### config.mk
export PLATFORM = sky130hd
export DESIGN_NAME = svf_ctrl
export DESIGN_NICKNAME = d
export VERILOG_FILES = /design/src/sv/svf_pkg.sv /design/src/sv/svf_ctrl.sv
export SDC_FILE = /design/constraint.sdc
export NUM_CORES = 1
export LEC_CHECK = 0
export BUFFER_PORTS_ARGS = -buffer_cell sky130_fd_sc_hd__buf_2
export CORE_AREA = 3 3 40 42
export CTS_BUF_LIST = sky130_fd_sc_hd__clkbuf_4 sky130_fd_sc_hd__clkbuf_8 sky130_fd_sc_hd__clkbuf_16
export CTS_CLUSTER_DIAMETER = 100
export DETAILED_ROUTE_END_ITERATION = 8
export DIE_AREA = 0 0 43 45
export SYNTH_ARGS = -nofsm -noshare
export SYNTH_HDL_FRONTEND = slang
export SYNTH_SLANG_ARGS = --single-unit
### constraint.sdc
create_clock -name i_clk -period 3.2 [get_ports i_clk]
set_input_delay 0.96 -clock i_clk [delete_from_list [all_inputs] [get_ports i_clk]]
set_output_delay 0.96 -clock i_clk [all_outputs]
set_load 0.005 [all_outputs]
### src/sv/svf_pkg.sv
// Shared constants, types and saturation helpers for the state-variable filter.
`timescale 1ns / 1ps
`default_nettype none

package svf_pkg;

    localparam int SAMPLE_BITS    = 24;
    localparam int GUARD_BITS     = 8;
    localparam int COEF_FRAC_BITS = 18;

    localparam int STATE_BITS = SAMPLE_BITS + GUARD_BITS;
    localparam int FREQ_BITS  = COEF_FRAC_BITS + 1;
    localparam int DAMP_BITS  = COEF_FRAC_BITS + 2;

    // coefficient (zero-extended, plus sign) times state
    localparam int PROD_BITS  = DAMP_BITS + 1 + STATE_BITS;
    localparam int MUL_BITS   = PROD_BITS - COEF_FRAC_BITS;
    // two guard bits cover a three-term sum of state, product and sample
    localparam int SUM_BITS   = MUL_BITS + 2;
    localparam int NOTCH_BITS = STATE_BITS + 1;

    // APB register map
    localparam int APB_DATA_BITS = 32;
    localparam int APB_ADDR_BITS = 3;
    localparam logic REG_FREQ = 1'b0;
    localparam logic REG_DAMP = 1'b1;

    localparam logic [FREQ_BITS-1:0] FREQ_RESET = FREQ_BITS'(26214);
    localparam logic [DAMP_BITS-1:0] DAMP_RESET = DAMP_BITS'(262144);

    // datapath commands issued by the sequencer
    typedef struct packed {
        logic x_load;     // capture the incoming sample
        logic mul_en;     // register the shared multiplier product
        logic coef_damp;  // multiplier coefficient: 0 freq, 1 damping
        logic val_high;   // multiplier operand: 0 band state, 1 highpass
        logic low_load;   // update low state
        logic high_load;  // capture highpass node
        logic out_load;   // update band state and load result register
    } t_cmd;

    typedef struct packed {
        logic signed [SAMPLE_BITS-1:0] lowpass_out;
        logic signed [SAMPLE_BITS-1:0] highpass_out;
        logic signed [SAMPLE_BITS-1:0] bandpass_out;
        logic signed [SAMPLE_BITS-1:0] notch_out;
    } t_result;

    function automatic logic signed [STATE_BITS-1:0] sat_state(
        input logic signed [SUM_BITS-1:0] v
    );
        logic [SUM_BITS-STATE_BITS:0] upper;
        logic signed [STATE_BITS-1:0] res;
        upper = v[SUM_BITS-1:STATE_BITS-1];
        priority if (&upper || ~|upper) begin
            res = v[STATE_BITS-1:0];
        end else if (v[SUM_BITS-1]) begin
            res = {1'b1, {(STATE_BITS-1){1'b0}}};
        end else begin
            res = {1'b0, {(STATE_BITS-1){1'b1}}};
        end
        return res;
    endfunction

    function automatic logic signed [SAMPLE_BITS-1:0] sat_sample(
        input logic signed [NOTCH_BITS-1:0] v
    );
        logic [NOTCH_BITS-SAMPLE_BITS:0] upper;
        logic signed [SAMPLE_BITS-1:0] res;
        upper = v[NOTCH_BITS-1:SAMPLE_BITS-1];
        priority if (&upper || ~|upper) begin
            res = v[SAMPLE_BITS-1:0];
        end else if (v[NOTCH_BITS-1]) begin
            res = {1'b1, {(SAMPLE_BITS-1){1'b0}}};
        end else begin
            res = {1'b0, {(SAMPLE_BITS-1){1'b1}}};
        end
        return res;
    endfunction

endpackage

`default_nettype wire

### src/sv/svf_ctrl.sv
// Sequencer for one filter step: drives the shared multiplier and result handshake.
`timescale 1ns / 1ps
`default_nettype none

module svf_ctrl import svf_pkg::*; (
    input  wire logic i_clk,
    input  wire logic i_rst_n,
    input  wire logic i_in_valid,
    output logic      o_in_ready,
    input  wire logic i_out_ready,
    output logic      o_out_valid,
    output t_cmd      o_cmd
);

    localparam logic [2:0] S_IDLE     = 3'd0;
    localparam logic [2:0] S_MUL_DAMP = 3'd1;
    localparam logic [2:0] S_HIGH     = 3'd2;
    localparam logic [2:0] S_MUL_FREQ = 3'd3;
    localparam logic [2:0] S_BAND     = 3'd4;

    logic [2:0] r_state, n_state;
    logic       r_out_valid, n_out_valid;
    logic       out_free;

    assign out_free = !r_out_valid || i_out_ready;

    always_comb begin
        n_state    = r_state;
        o_cmd      = '0;
        o_in_ready = 1'b0;
        unique case (r_state)
            S_IDLE: begin
                // freq * band only needs state, so it runs in the accept cycle
                o_in_ready = 1'b1;
                if (i_in_valid) begin
                    o_cmd.x_load = 1'b1;
                    o_cmd.mul_en = 1'b1;
                    n_state      = S_MUL_DAMP;
                end
            end
            S_MUL_DAMP: begin
                o_cmd.low_load  = 1'b1;
                o_cmd.mul_en    = 1'b1;
                o_cmd.coef_damp = 1'b1;
                n_state         = S_HIGH;
            end
            S_HIGH: begin
                o_cmd.high_load = 1'b1;
                n_state         = S_MUL_FREQ;
            end
            S_MUL_FREQ: begin
                o_cmd.mul_en   = 1'b1;
                o_cmd.val_high = 1'b1;
                n_state        = S_BAND;
            end
            S_BAND: begin
                if (out_free) begin
                    o_cmd.out_load = 1'b1;
                    n_state        = S_IDLE;
                end
            end
            default: n_state = S_IDLE;
        endcase
    end

    always_comb begin
        n_out_valid = r_out_valid;
        if (o_cmd.out_load) begin
            n_out_valid = 1'b1;
        end else if (i_out_ready) begin
            n_out_valid = 1'b0;
        end
    end

    always_ff @(posedge i_clk) begin
        if (!i_rst_n) begin
            r_state     <= S_IDLE;
            r_out_valid <= 1'b0;
        end else begin
            r_state     <= n_state;
            r_out_valid <= n_out_valid;
        end
    end

    assign o_out_valid = r_out_valid;

endmodule

`default_nettype wire

==> results_dict.tcl <==
set metrics [dict create \
    post-route-period-util_pct 75.4 \
    antenna_left 0 \
    dp_hpwl_um 364 \
    vias 215 \
    grt_usage_pct 5.50 \
    cts_buffers 3 \
    finalSetupViolations 0 \
    routed_wl_um 445 \
    synth_warnings 0 \
    post_cts_buffers 0 \
    cts_hold_buf 0 \
    final_common_cell "buf_2" \
    drt_iter0_markers 0 \
    cts_tree "done" \
    dr.pass1.iters 1 \
    clk_latency_ps 230 \
    vdd_drop_max_mv 0.110 \
    clkTransAtPathRegs_ps 40 \
    synth.distinct_cells 17 \
    slew_headroom_pct 84.4 \
    port_buffers 12 \
    hold_slack_ps 512 \
    crit_top_cell "buf_2" \
    power_leakage_nw 0.145 \
    ys_ff_latch 4 \
    yosys.area.top_type_share_pct 32.3 \
    overflow 0 \
    gp_congestion 0.564 \
    grt_max_degree 9 \
    worstPathArrival_ps 1450 \
    layout_common_cells "buf_2 (12), dfxtp_1 (4), nand2b_1 (3), nor3_1 (3), clkbuf_4 (3)" \
    max_freq_mhz 414 \
    grt_pass1_vias 180 \
    cp_max_fo 2 \
    rows 13 \
    synth_top_area_cell "dfxtp_1" \
    slowest_stage "nand2b_1" \
    ys_seq_area_share_pct 32.3 \
    cts_num_sinks 4 \
    utilization_pct 24.5 \
    drc_errors 0 \
    htree_levels 1 \
    drv_slew 0 \
    finClkSkew_ps 1.02 \
    syn_nets 31 \
    tns_ps 0 \
    seqCellArea_um2 80.1 \
    cts.path.max_buffers 2 \
    grt_antenna_before_repair 0 \
    core_area_um2 1280 \
    post_cts_resized 0 \
    drv_cap 0 \
    period_minus_slack_ps 2410 \
    boundaryPins 13 \
    area_growth_syn_to_layout_pct 27.3 \
    syn_inst 27 \
    startpoint_type "input port" \
    p_per_area_nw_per_um2 477 \
    multiInputGateArea_um2 130 \
    rsz0062_at_grt "false" \
    clockRootBuffer "clkbuf_4" \
    nets 44 \
    mappedNetlistArea_um2 248 \
    num-fill-cells 149 \
    drive_above_1_share_pct 50.0 \
    initial_core_util_pct 19.3 \
    path_class "input port to primary output" \
    dieArea_um2 1940 \
    wl_per_cell_um 8.40 \
    syn_area_per_cell_um2 9.18 \
    die_x_um 43 \
    die_h_um 45 \
    final-hold-violation-count 0 \
    vias_per_cell 4.06 \
    path_cells "buf_2 > nand2b_1 > nor2b_1 > buf_2" \
    grt_pass1_wl_um 696 \
    endpoint_kind "primary output" \
    num_antenna_cells 0 \
    status "completed" \
    hold_class "flip-flop to flip-flop" \
    ys_top_cells_by_area "dfxtp_1 (32%), buf_4 (9.1%), nand2b_1 (7.6%)" \
    crit_path_max_incr_delay_ps 150 \
    crit_required_ps 2240 \
    tightest_slew_ps 234 \
]
[cells in the mapped netlist]
master     count
and2_1         1
nor2_1         2
a21boi_2       1
buf_6          1
buf_4          3
nor3b_1        1
nor3_1         3
nand2b_1       3
inv_1          1
and3b_2        1
xnor2_1        1
or3b_4         1
nand3b_1       1
dfxtp_1        4
a21oi_1        1
nor2b_1        1
o2bb2ai_2      1
[worst max-delay path: cells and delay by family]
family / cells / cell delay [ps]
buffers and inverters: 2 / 220
AND/OR/NAND/NOR: 2 / 280
[final cells by class]
class | instances | area share, %
Sequential cell | 4 | 25.4
Tap cell | 15 | 5.95
Clock buffer | 3 | 7.14
Timing Repair Buffer | 12 | 19.0
Inverter | 1 | 1.19
Multi-Input combinational cell | 18 | 41.3
[cells by family (layout without fill, tap and decap cells)]
kind of cell / after synthesis / after routing / synth area share (%)
AO/OA/AOI/OAI: 3 / 3 / 12.6
flip-flops: 4 / 4 / 32.3
XOR/XNOR: 1 / 1 / 3.54
AND/OR/NAND/NOR: 14 / 14 / 36.4
buffers and inverters: 5 / 16 / 15.1
[per-stage QoR]
stage,area [µm²],total power [mW],worst slack [ps],std cells
2_1_floorplan,248,0.0810,892,27
3_3_place_gp,293,0.0891,790,50
3_5_place_dp,293,0.0892,781,50
4_1_cts,315,0.155,781,53
5_1_grt,315,0.162,742,53
6_report,315,0.150,787,53
[worst paths after layout]
check | start | end | slack [ps] | cells after the start
max | i_out_ready | o_cmd[0] | 790 | 4
min | o_out_valid$_SDFFE_PN0P_ | o_out_valid$_SDFFE_PN0P_ | 510 | 2
max reg2reg | r_state[2]$_SDFFE_PN0P_ | o_out_valid$_SDFFE_PN0P_ | 2160 | 2
min reg2reg | o_out_valid$_SDFFE_PN0P_ | o_out_valid$_SDFFE_PN0P_ | 510 | 2
[per-layer routing]
| layer | global-route usage [%] | part of all wire, % |
|---|---|---|
| met5 | 0 | 0 |
| met4 | 7.23 | 0 |
| met3 | 3.59 | 9.4 |
| met2 | 7.19 | 51 |
| met1 | 5.07 | 39 |
[flip-flops by register name (all words and copies together), names as in the netlist]
signal,flops
r_state,3
o_out_valid,1
[where the power goes]
part | switching [mW] | total [mW] | internal, mW
clock | 0.0206 | 0.0626 | 0.0420
combinational | 0.0119 | 0.0289 | 0.0170
sequential | 0.00562 | 0.0590 | 0.0534
Power figures use the tool's default switching activity.
